File: src/hw/rtl/rcsp_pkg.sv
// Shared types and constants for the RGB color spec parser.
// Holds the character classes, status codes and sizing constants.
// Used by every module under hw/rtl.
package rcsp_pkg;

    localparam int OUT_DIGITS = 2;
    localparam int ACC_BITS   = 32;

    localparam int PREFIX_LEN = 4;
    localparam int POS_W      = $clog2(PREFIX_LEN);
    localparam logic [7:0] PREFIX_TEXT [PREFIX_LEN] = '{8'h72, 8'h67, 8'h62, 8'h3A};

    localparam logic [7:0] CH_NUL   = 8'h00;
    localparam logic [7:0] CH_SLASH = 8'h2F;

    localparam logic [3:0] DIG_MAX = 4'd15;

    localparam logic [2:0] ST_OK         = 3'd0;
    localparam logic [2:0] ST_BAD_PREFIX = 3'd1;
    localparam logic [2:0] ST_NO_SLASH1  = 3'd2;
    localparam logic [2:0] ST_NO_SLASH2  = 3'd3;
    localparam logic [2:0] ST_TRAILING   = 3'd4;

    localparam int Q_DEPTH = 4;
    localparam int Q_PTR_W = $clog2(Q_DEPTH);
    localparam int Q_CNT_W = $clog2(Q_DEPTH + 1);

    typedef struct packed {
        logic                  is_nul;
        logic                  is_slash;
        logic                  is_hex;
        logic [3:0]            hex_val;
        logic [PREFIX_LEN-1:0] pmatch;
    } t_char_class;

endpackage

File: src/hw/rtl/rcsp_front.sv
// Input side of the parser: classifies each character and pushes it to the queue.
// Depends on rcsp_pkg.
module rcsp_front (
    input  logic                 i_valid,
    output logic                 o_stall,
    input  logic [7:0]           i_ch,
    input  logic                 i_q_full,
    output logic                 o_push,
    output rcsp_pkg::t_char_class o_cls
);
    import rcsp_pkg::*;

    always_comb begin
        o_cls.is_nul   = (i_ch == CH_NUL);
        o_cls.is_slash = (i_ch == CH_SLASH);
        o_cls.is_hex   = 1'b0;
        o_cls.hex_val  = 4'd0;
        if (i_ch >= 8'h30 && i_ch <= 8'h39) begin
            o_cls.is_hex  = 1'b1;
            o_cls.hex_val = i_ch[3:0];
        end else if (i_ch >= 8'h61 && i_ch <= 8'h66) begin
            o_cls.is_hex  = 1'b1;
            o_cls.hex_val = 4'(i_ch - 8'h57);
        end else if (i_ch >= 8'h41 && i_ch <= 8'h46) begin
            o_cls.is_hex  = 1'b1;
            o_cls.hex_val = 4'(i_ch - 8'h37);
        end
        for (int k = 0; k < PREFIX_LEN; k++) begin
            o_cls.pmatch[k] = (i_ch == PREFIX_TEXT[k]);
        end
    end

    assign o_stall = i_q_full;
    assign o_push  = i_valid && !i_q_full;

endmodule

File: src/hw/rtl/rcsp_queue.sv
// Short FIFO of classified characters between front and back.
// Depends on rcsp_pkg.
module rcsp_queue (
    input  logic                  i_clk,
    input  logic                  i_rst_n,
    input  logic                  i_push,
    input  rcsp_pkg::t_char_class i_data,
    input  logic                  i_pop,
    output logic                  o_valid,
    output rcsp_pkg::t_char_class o_data,
    output logic                  o_full
);
    import rcsp_pkg::*;

    t_char_class        r_mem [Q_DEPTH];
    logic [Q_PTR_W-1:0] r_wr_ptr, n_wr_ptr;
    logic [Q_PTR_W-1:0] r_rd_ptr, n_rd_ptr;
    logic [Q_CNT_W-1:0] r_count, n_count;

    always_comb begin
        n_wr_ptr = r_wr_ptr;
        n_rd_ptr = r_rd_ptr;
        n_count  = r_count;
        if (i_push) begin
            n_wr_ptr = Q_PTR_W'(r_wr_ptr + 1'b1);
        end
        if (i_pop) begin
            n_rd_ptr = Q_PTR_W'(r_rd_ptr + 1'b1);
        end
        if (i_push && !i_pop) begin
            n_count = Q_CNT_W'(r_count + 1'b1);
        end else if (!i_push && i_pop) begin
            n_count = Q_CNT_W'(r_count - 1'b1);
        end
    end

    always_ff @(posedge i_clk) begin
        if (!i_rst_n) begin
            r_wr_ptr <= '0;
            r_rd_ptr <= '0;
            r_count  <= '0;
        end else begin
            r_wr_ptr <= n_wr_ptr;
            r_rd_ptr <= n_rd_ptr;
            r_count  <= n_count;
        end
    end

    always_ff @(posedge i_clk) begin
        if (i_push) begin
            r_mem[r_wr_ptr] <= i_data;
        end
    end

    assign o_valid = (r_count != '0);
    assign o_full  = (r_count == Q_CNT_W'(Q_DEPTH));
    assign o_data  = r_mem[r_rd_ptr];

endmodule

File: src/hw/rtl/rcsp_back.sv
// Back end of the parser: phase tracking, field accumulation, scaling and result register.
// Depends on rcsp_pkg; fed by rcsp_queue.
module rcsp_back (
    input  logic                  i_clk,
    input  logic                  i_rst_n,
    input  logic                  i_q_valid,
    input  rcsp_pkg::t_char_class i_q,
    output logic                  o_pop,
    output logic                  o_valid,
    input  logic                  i_stall,
    output logic [2:0]            o_status,
    output logic [7:0]            o_red,
    output logic [7:0]            o_green,
    output logic [7:0]            o_blue
);
    import rcsp_pkg::*;

    typedef enum logic [2:0] {
        PH_PREFIX,
        PH_RED,
        PH_GREEN,
        PH_BLUE,
        PH_WAIT
    } t_phase;

    t_phase              r_phase, n_phase;
    logic [POS_W-1:0]    r_pos, n_pos;
    logic [2:0]          r_first_error, n_first_error;
    logic [ACC_BITS-1:0] r_val [3];
    logic [ACC_BITS-1:0] n_val [3];
    logic [3:0]          r_dig [3];
    logic [3:0]          n_dig [3];
    logic                r_out_valid, n_out_valid;
    logic [2:0]          r_status, n_status;
    logic [7:0]          r_red, n_red;
    logic [7:0]          r_green, n_green;
    logic [7:0]          r_blue, n_blue;

    logic       out_free;
    logic       emit;
    logic [2:0] emit_status;
    logic [1:0] fi;
    logic [3:0] gmax;

    function automatic logic [7:0] f_scale(input logic [ACC_BITS-1:0] v, input logic [3:0] g);
        logic [ACC_BITS-1:0] s;
        logic [5:0]          amt;
        if (g < 4'(OUT_DIGITS)) begin
            amt = 6'(4 * (OUT_DIGITS - int'(g)));
            s   = v << amt;
        end else begin
            amt = 6'(4 * (int'(g) - OUT_DIGITS));
            s   = v >> amt;
        end
        return s[7:0];
    endfunction

    assign out_free = !r_out_valid || !i_stall;
    assign o_pop    = i_q_valid && (!i_q.is_nul || out_free);

    always_comb begin
        case (r_phase)
            PH_GREEN: fi = 2'd1;
            PH_BLUE:  fi = 2'd2;
            default:  fi = 2'd0;
        endcase
        gmax = r_dig[0];
        if (r_dig[1] > gmax) gmax = r_dig[1];
        if (r_dig[2] > gmax) gmax = r_dig[2];
    end

    always_comb begin
        n_phase       = r_phase;
        n_pos         = r_pos;
        n_first_error = r_first_error;
        n_val         = r_val;
        n_dig         = r_dig;
        n_out_valid   = r_out_valid;
        n_status      = r_status;
        n_red         = r_red;
        n_green       = r_green;
        n_blue        = r_blue;
        emit          = 1'b0;
        emit_status   = ST_OK;

        if (r_out_valid && !i_stall) begin
            n_out_valid = 1'b0;
        end

        if (o_pop) begin
            case (r_phase)
                PH_PREFIX: begin
                    if (i_q.pmatch[r_pos]) begin
                        n_pos = POS_W'(r_pos + 1'b1);
                        if (r_pos == POS_W'(PREFIX_LEN - 1)) begin
                            n_phase = PH_RED;
                        end
                    end else if (i_q.is_nul) begin
                        emit        = 1'b1;
                        emit_status = ST_BAD_PREFIX;
                    end else begin
                        n_first_error = ST_BAD_PREFIX;
                        n_phase       = PH_WAIT;
                    end
                end
                PH_RED, PH_GREEN, PH_BLUE: begin
                    if (i_q.is_hex) begin
                        n_val[fi] = {r_val[fi][ACC_BITS-5:0], i_q.hex_val};
                        if (r_dig[fi] != DIG_MAX) begin
                            n_dig[fi] = 4'(r_dig[fi] + 1'b1);
                        end
                    end else if (r_phase == PH_BLUE) begin
                        if (i_q.is_nul) begin
                            emit        = 1'b1;
                            emit_status = ST_OK;
                        end else begin
                            n_first_error = ST_TRAILING;
                            n_phase       = PH_WAIT;
                        end
                    end else if (i_q.is_slash) begin
                        n_phase = (r_phase == PH_RED) ? PH_GREEN : PH_BLUE;
                    end else if (i_q.is_nul) begin
                        emit        = 1'b1;
                        emit_status = (r_phase == PH_RED) ? ST_NO_SLASH1 : ST_NO_SLASH2;
                    end else begin
                        n_first_error = (r_phase == PH_RED) ? ST_NO_SLASH1 : ST_NO_SLASH2;
                        n_phase       = PH_WAIT;
                    end
                end
                default: begin
                    if (i_q.is_nul) begin
                        emit        = 1'b1;
                        emit_status = (r_first_error != ST_OK) ? r_first_error : ST_BAD_PREFIX;
                    end
                end
            endcase
        end

        if (emit) begin
            n_out_valid   = 1'b1;
            n_status      = emit_status;
            n_red         = 8'd0;
            n_green       = 8'd0;
            n_blue        = 8'd0;
            if (emit_status == ST_OK) begin
                n_red   = f_scale(r_val[0], gmax);
                n_green = f_scale(r_val[1], gmax);
                n_blue  = f_scale(r_val[2], gmax);
            end
            n_phase       = PH_PREFIX;
            n_pos         = '0;
            n_first_error = ST_OK;
            for (int k = 0; k < 3; k++) begin
                n_val[k] = '0;
                n_dig[k] = 4'd0;
            end
        end
    end

    always_ff @(posedge i_clk) begin
        if (!i_rst_n) begin
            r_phase       <= PH_PREFIX;
            r_pos         <= '0;
            r_first_error <= ST_OK;
            r_out_valid   <= 1'b0;
            for (int k = 0; k < 3; k++) begin
                r_val[k] <= '0;
                r_dig[k] <= 4'd0;
            end
        end else begin
            r_phase       <= n_phase;
            r_pos         <= n_pos;
            r_first_error <= n_first_error;
            r_out_valid   <= n_out_valid;
            r_val         <= n_val;
            r_dig         <= n_dig;
        end
        r_status <= n_status;
        r_red    <= n_red;
        r_green  <= n_green;
        r_blue   <= n_blue;
    end

    assign o_valid  = r_out_valid;
    assign o_status = r_status;
    assign o_red    = r_red;
    assign o_green  = r_green;
    assign o_blue   = r_blue;

`ifndef NO_ASSERTIONS
    a_wait_has_error: assert property (@(posedge i_clk) disable iff (!i_rst_n)
        (r_phase == PH_WAIT) |-> (r_first_error != ST_OK))
        else $error("wait phase without a kept error");

    a_error_only_in_wait: assert property (@(posedge i_clk) disable iff (!i_rst_n)
        (r_phase != PH_WAIT) |-> (r_first_error == ST_OK))
        else $error("error kept outside wait phase");

    a_error_zero_color: assert property (@(posedge i_clk) disable iff (!i_rst_n)
        (r_out_valid && r_status != ST_OK) |-> (r_red == 8'd0 && r_green == 8'd0 && r_blue == 8'd0))
        else $error("nonzero color with error status");

    a_nul_restarts: assert property (@(posedge i_clk) disable iff (!i_rst_n)
        (o_pop && i_q.is_nul) |=> (r_phase == PH_PREFIX && r_pos == '0 && r_out_valid))
        else $error("string end did not restart parse and post result");
`endif

endmodule

File: src/hw/rtl/rgb_colour_spec_parser_core.sv
// RGB color spec parser, top level: takes one character per transaction and,
// at each NUL, returns a status and three 8-bit components. Accepts one character
// per cycle unless the queue is full (o_stall); a four-entry queue decouples
// classification from parsing and a result register decouples the back end from
// the output stall. The result is registered when the back end pops the NUL.
module rgb_colour_spec_parser_core (
    input  logic       i_clk,
    input  logic       i_rst_n,
    input  logic       i_valid,
    output logic       o_stall,
    input  logic [7:0] i_ch,
    output logic       o_valid,
    input  logic       i_stall,
    output logic [2:0] o_status,
    output logic [7:0] o_red,
    output logic [7:0] o_green,
    output logic [7:0] o_blue
);
    import rcsp_pkg::*;

    t_char_class front_cls;
    t_char_class q_cls;
    logic        push;
    logic        pop;
    logic        q_valid;
    logic        q_full;

    rcsp_front u_front (
        .i_valid  (i_valid),
        .o_stall  (o_stall),
        .i_ch     (i_ch),
        .i_q_full (q_full),
        .o_push   (push),
        .o_cls    (front_cls)
    );

    rcsp_queue u_queue (
        .i_clk   (i_clk),
        .i_rst_n (i_rst_n),
        .i_push  (push),
        .i_data  (front_cls),
        .i_pop   (pop),
        .o_valid (q_valid),
        .o_data  (q_cls),
        .o_full  (q_full)
    );

    rcsp_back u_back (
        .i_clk     (i_clk),
        .i_rst_n   (i_rst_n),
        .i_q_valid (q_valid),
        .i_q       (q_cls),
        .o_pop     (pop),
        .o_valid   (o_valid),
        .i_stall   (i_stall),
        .o_status  (o_status),
        .o_red     (o_red),
        .o_green   (o_green),
        .o_blue    (o_blue)
    );

endmodule

File: config.mk
export PLATFORM = sky130hd
export DESIGN_NAME = rgb_colour_spec_parser_core
export DESIGN_NICKNAME = d
export VERILOG_FILES = /design/src/hw/rtl/rcsp_pkg.sv /design/src/hw/rtl/rcsp_front.sv /design/src/hw/rtl/rcsp_queue.sv /design/src/hw/rtl/rcsp_back.sv /design/src/hw/rtl/rgb_colour_spec_parser_core.sv
export SDC_FILE = /design/constraint.sdc
export NUM_CORES = 1
export LEC_CHECK = 0
export BUFFER_PORTS_ARGS = -buffer_cell sky130_fd_sc_hd__clkbuf_2
export CAP_MARGIN = 20
export CORE_MARGIN = 3
export CORE_UTILIZATION = 25
export CTS_CLUSTER_SIZE = 8
export DETAILED_ROUTE_END_ITERATION = 8
export PLACE_DENSITY = 0.35
export SETUP_SLACK_MARGIN = 0.5
export SYNTH_ARGS = -nofsm -noshare
export SYNTH_HDL_FRONTEND = slang
export SYNTH_SLANG_ARGS = --single-unit
File: constraint.sdc
create_clock -name i_clk -period 5.7 [get_ports i_clk]
set_input_delay 1.14 -clock i_clk [delete_from_list [all_inputs] [get_ports i_clk]]
set_output_delay 1.14 -clock i_clk [all_outputs]
set_load 0.05 [all_outputs]
After elaboration in Yosys (flattened, before gate mapping)
Memory sizes are Yosys's and may differ from the RTL's. A register that Yosys moved wholly into a read port is not among the register bits.
Index checks and enable logic that the tools add are counted.
- register bits: 151
- RAM bits: 44
- output and inout port bits: 29
- logic and storage cells: 161
- memories kept: 1
- add/sub/neg operators: 10
- magnitude comparators: 12
- equality and inequality tests: 17
- shift operators: 6
- muxes and demuxes: 64
- bitwise operators: 2
- reductions and logical operators: 32
- memory list (name ; depth ; width ; read ports ; clocked after memory_dff ; write ports ; line ; source):
    u_queue.r_mem ; 4 ; 11 ; 1 ; 1 ; 1 ; rcsp_queue.sv:15 ; t_char_class r_mem [Q_DEPTH];
- operator list (operator ; count):
    $bwmux 96 ; 1
    $shl 32x6->8 ; 3
    $shr 32x6->8 ; 3
    $mux 3 ; 23
    $bmux 32 s2 ; 1
    $demux 32 s2 ; 1
    $mux 28 ; 2
    $mux 32 ; 1
    $eq 8x7->1 const B ; 3
    $mux 8 ; 3
    $mux 4 ; 5
    $pmux 3 s2 ; 3
    $eq 8x6->1 const B ; 2
    $ge 8x7->1 const B ; 2
    $le 8x7->1 const B ; 2
    $mux 5 ; 3
    $mux 1 ; 13
    $bwmux 12 ; 1
    $logic_and 1x1->1 ; 9
    $bmux 4 s2 ; 1
    $demux 4 s2 ; 1
    $ge 8x6->1 const B ; 1
    $gt 4x4->1 ; 2
    $le 8x6->1 const B ; 1
    36 further kinds ; 56

Logic depth before layout (Yosys ltp)
- word-level depth: 9
- gate-level depth with buffers: 20
- mapped depth without buffers: 19

Modules after synthesis
Synthesis repeated with hierarchy kept, for this count alone.
- cell total of the unflattened synthesis: 1177
- area total of the unflattened synthesis: 10256.1 sq um
- by module, submodules not included (module ; times used ; cells an instance ; area each (sq um) ; seq. area each (sq um)):
    rcsp_back ; 1 ; 1037 ; 7928.9 ; 3153.0
    rcsp_queue ; 1 ; 100 ; 2035.7 ; 1501.4
    rcsp_front ; 1 ; 40 ; 291.5 ; 0.0

Least setup slack after synthesis
Ideal clock, no wire load.
- path type: reg-to-reg
- from: register u_back.r_dig[9] (netlist bit)
- to: register u_back.r_blue[4], in the netlist u_back.o_blue[4], data pin
- library setup time: 0.257 ns
- arrival: 4.291 ns
- required time: 5.443 ns
- setup slack: 1.153 ns
- stages on the path, launching flop included: 19
- period minus slack after synthesis: 4.547 ns
- cells stage by stage: dfxtp_1 inv_1 ha_1 nor2b_1 o211ai_1 a21boi_1 mux2i_1 ha_1 a21oi_1 inv_1 o211ai_1 inv_2 buf_2 ha_1 inv_1 nor2_1 clkbuf_1 nand3_1 a32o_1
- longest elaborated chain between the ends: 7
- elaborated cells on any way between the ends: 10
- those cells by class: add/sub (2); order compare (3); shift (2); mux (3)
- ends and longest elaborated chain (element ; line ; source):
    start, declared ; rcsp_back.sv:31 ; logic [3:0] r_dig [3];
    start signal, assigned ; rcsp_back.sv:176 ; r_dig <= n_dig;
    $gt 4x4->1 ; rcsp_back.sv:68 ; if (r_dig[1] > gmax) gmax = r_dig[1];
    $mux 4 * ; rcsp_back.sv:68 ;
    $gt 4x4->1 ; rcsp_back.sv:69 ; if (r_dig[2] > gmax) gmax = r_dig[2];
    $mux 4 * ; rcsp_back.sv:69 ;
    $sub 4x2->4 / $sub 2x4->4 (equally long branches) ; rcsp_back.sv:52, rcsp_back.sv:49 ;
    $shr 32x6->8 / $shl 32x6->8 (equally long branches) ; rcsp_back.sv:53, rcsp_back.sv:50 ;
    $mux 8 * ; rcsp_back.sv:48 ; if (g < 4'(OUT_DIGITS)) begin
    end signal, assigned ; rcsp_back.sv:181 ; r_blue <= n_blue;
    end, declared ; rcsp_back.sv:37 ; logic [7:0] r_blue, n_blue;
Mark *: on every way between the ends. The rest lies on a longest branch, timed or not.
A chain may end at the register's enable or synchronous reset.

Final worst setup path
- from: register u_back.r_dig[9] (netlist bit)
- to: register u_back.r_red[4], in the netlist u_back.o_red[4], data pin
- longest elaborated chain between the ends: 7
- elaborated cells on any way between the ends: 10
- those cells by class: add/sub (2); order compare (3); shift (2); mux (3)
- ends and longest elaborated chain (element ; line ; source):
    $gt 4x4->1 ; rcsp_back.sv:68 ;
    $mux 4 * ; rcsp_back.sv:68 ;
    $gt 4x4->1 ; rcsp_back.sv:69 ;
    $mux 4 * ; rcsp_back.sv:69 ;
    $sub 4x2->4 / $sub 2x4->4 (equally long branches) ; rcsp_back.sv:52, rcsp_back.sv:49 ;
    $shr 32x6->8 / $shl 32x6->8 (equally long branches) ; rcsp_back.sv:53, rcsp_back.sv:50 ;
    $mux 8 * ; rcsp_back.sv:48 ;
    end signal, assigned ; rcsp_back.sv:179 ; r_red <= n_red;
    end, declared ; rcsp_back.sv:35 ; logic [7:0] r_red, n_red;
Marks and branches as above.

==> flow_summary.yaml <==
timing:
  finClkSkew_ns: 0.01677
  setup-tns-final_ns: 0
  slew_headroom_pct: 37.22
  rsz0062_at_grt: "false"
  min_period_over_period_pct: 83.85
  fin_crit_ns: 4.779
  worst_pin_slew_ns: 0.9384
  fmax_ghz: 0.2092
  slew_violations: 0
  hold_viol: 0
  setup_violations: 0
drt:
  dr_total_vias: 8266
  drtPass1Iterations: 5
  drt_iter0_markers: 594
  ant_nets: 0
  vias_per_cell: 4.880
  wl_met1_mm: 15.74
  post_drt_wl_per_cell_um: 19.52
  wl_met2_mm: 15.57
  wl_met3_mm: 1.101
  drc: 0
  top_layer: "met4"
  wl_mm: 33.07
placed_design:
  place_area_mm2: 0.01080
  gp_congestion: 0.7872
  portBuffers: 40
  post-dp-hpwl_mm: 21.66
critical_path:
  cp-start-kind: "flop"
  cp_max_fo: 13
  critPathBufInv: 3
  slowest_stage: "ha_2"
  crit_chain: "inv_1, ha_1, nor2b_1, o211ai_1, a21boi_2, mux2i_1, ha_1, a21oi_2, a31oi_1, a21oi_1, o31a_1, nand3_2, nor2_1, a21oi_1, ha_2, inv_1, nor2_1, buf_4, nand3_1, a32o_1"
  worstPathRequired_ns: 5.91
  reg2reg_depth: 20
  end_kind: "flop"
  worstSetupPathDepth: 20
  worstSetupPathType: "reg2reg"
  crit_family: "compound AO/OA/AOI/OAI gates"
  cp.arrival_ns: 4.99
  slowest_delay_ns: 0.51
layout:
  multi_input_area_mm2: 0.005066
  drive_above_1_share_pct: 10.88
  fillers: 4208
  final_cell_mix: "nand2_1 (353), dfxtp_1 (125), a21oi_1 (109)"
  seqCellArea_mm2: 0.004656
  num_antenna_cells: 0
  nNetsFinal: 1196
  synthToLayoutAreaGrowth_pct: 13.91
  final_common_cell: "nand2_1"
  stdcell_area_mm2: 0.01145
synth:
  synth_area_mm2: 0.01005
  synth_ff_type: "dfxtp_1"
  yosysSeqAreaShare_pct: 46.32
  synth_nets: 1187
  ys_ff_latch: 197
  async_flop_share_pct: 0
  synth_edf_count: 71
  syn-instance-count: 1154
  syn_area_per_cell_um2: 8.707
  synth-warning-count: 0
  yosysUniqueCellTypes: 60
clock_tree:
  clk_latency_ns: 0.46
  cts_tree: "done"
  cts_root_buf: "clkbuf_16"
  htreeDepth: 4
  cts.path.max_buffers: 2
  cts_buffers: 17
  hold_buffers: 0
  path_clk_slew_ns: 0.08
  cts.sinks: 197
global_route:
  grt_pass1_vias: 8295
  grt_use_total_pct: 15.88
  grt_pass1_wl_mm: 51.36
  grt_start_max_net_pins: 65
  grt_remaining_overflow: 0
  antenna_found_initial: 0
floorplanning:
  rows: 72
  die_h_um: 206.5
  core_area_mm2: 0.03919
  pin_count: 41
  dieArea_mm2: 0.04264
  die_width_um: 206.5
  start_util_pct: 25.64
power_and_ir_drop:
  vdd_drop_max_mv: 0.1804
  leakage_nw: 3.563
  power_density_mw_per_mm2: 369.9
worst_hold_path:
  hp-class: "reg2reg"
  worstHoldPathCells: 2
outcome:
  status: "complete, no violations"
run:
  cap_violations: 0
[state kept, by name, summed over array words and instances, names as in the netlist, 3 cells and up, named ones only]
register and count:
u_queue.r_count 3, u_back.o_red 8, u_back.r_phase 3, u_back.r_dig 12, u_back.o_status 3, u_back.o_green 8, u_back.r_first_error 3, u_queue.r_mem 44
u_back.o_blue 8, u_back.r_val 96
[final timing paths]
path | from | endpoint | slack (ns)
worst min-delay path | u_back.o_valid$_SDFFE_PN0P_ | u_back.o_valid$_SDFFE_PN0P_ | 0.47
worst max register to register | u_back.r_dig[9]$_SDFFE_PP0P_ | u_back.o_red[4]$_SDFFCE_PP0P_ | 0.92
worst max-delay path | u_back.r_dig[9]$_SDFFE_PP0P_ | u_back.o_red[4]$_SDFFCE_PP0P_ | 0.92
worst min register to register | u_back.o_valid$_SDFFE_PN0P_ | u_back.o_valid$_SDFFE_PN0P_ | 0.47
[per-stage QoR]
| step | hold WS, ns | setup WS [ns] | util, % | power, W | std cells |
|---|---|---|---|---|---|
| global placement | 0.4622 | 0.7078 | 27.57 | 0.003036 | 1659 |
| CTS | 0.4775 | 0.5377 | 29.11 | 0.004302 | 1691 |
| global route | 0.5073 | 0.4892 | 29.21 | 0.004453 | 1694 |
| floorplan | 0.4492 | 1.153 | - | 0.002624 | 1154 |
| detailed placement | 0.4651 | 0.5321 | 27.57 | 0.003024 | 1659 |
| finish | 0.4718 | 0.9208 | 29.21 | 0.004234 | 1694 |
[cell usage after synthesis, drive strengths merged (4+ instances only)]
| library cell | instances | share of area, % |
|---|---|---|
| nand2 | 356 | 13 |
| dfxtp | 126 | 25 |
| a21oi | 110 | 5.5 |
| mux2i | 77 | 7.7 |
| edfxtp | 71 | 21 |
| clkbuf | 52 | 1.9 |
| nor2 | 49 | 1.8 |
| o21ai | 44 | 2.2 |
| a31oi | 28 | 1.7 |
| nand3 | 28 | 1.4 |
| buf | 22 | 1.2 |
| ha | 20 | 2.5 |
| inv | 20 | 0.75 |
| and3 | 13 | 0.81 |
| a32oi | 12 | 1.0 |
| and2 | 12 | 0.75 |
| mux4 | 12 | 2.7 |
| a22oi | 10 | 0.75 |
| mux2 | 8 | 0.90 |
| nor3 | 8 | 0.50 |
| xnor2 | 7 | 0.61 |
| a32o | 6 | 0.60 |
| nor2b | 6 | 0.37 |
| o221ai | 6 | 0.52 |
| o22a | 6 | 0.52 |
| a211oi | 5 | 0.37 |
| o211ai | 4 | 0.35 |
[layout make-up]
cell class              count  area share (%)
clock buffers              18           3.837
clock inverters            14           1.410
inverters                  21          0.6887
multi-input cells         862           44.26
flip-flops and latches    197           40.68
well taps                 518           5.662
repair buffers             64           3.465
[layer usage]
layer	track usage (%)	vias up
li1	-	4065
met1	21.23	4010
met2	26.24	152
met3	3.040	39
met4	4.339	0
met5	0	-
[logic make-up (layout without fill, tap and decap cells)]
| kind of cell | count (synthesis) | count (layout) | share of synthesized area, % |
|---|---|---|---|
| multiplexers | 97 | 97 | 11.26 |
| XOR/XNOR | 10 | 10 | 0.8717 |
| adder cells (fa/ha/maj) | 21 | 21 | 2.690 |
| AND/OR/NAND/NOR | 488 | 488 | 20.08 |
| AO/OA/AOI/OAI | 246 | 246 | 14.81 |
| flip-flops | 197 | 197 | 46.32 |
| buffers and inverters | 95 | 117 | 3.972 |
[worst register-to-register path, cell delays in order, from the launching register on]
cell,delay (ns)
dfxtp_1,0.39
inv_1,0.08
ha_1,0.29
nor2b_1,0.13
o211ai_1,0.16
a21boi_2,0.25
mux2i_1,0.37
ha_1,0.36
a21oi_2,0.25
a31oi_1,0.06
a21oi_1,0.12
o31a_1,0.20
nand3_2,0.21
nor2_1,0.15
a21oi_1,0.07
ha_2,0.51
inv_1,0.12
nor2_1,0.18
buf_4,0.27
nand3_1,0.11
a32o_1,0.25
[power by group]
group          internal [W]  switching [W]
clock network      0.000638       0.000624
registers           0.00161       0.000137
logic              0.000356       0.000867
total               0.00261        0.00163
[timing repair]
action / CTS / global route
endpoints found under the setup margin: 4 / 24
resized for setup: 1 / 3
pin swaps: 0 / 1
setup buffers: 0 / 2
Note: power is estimated with default switching activity, not from simulation.
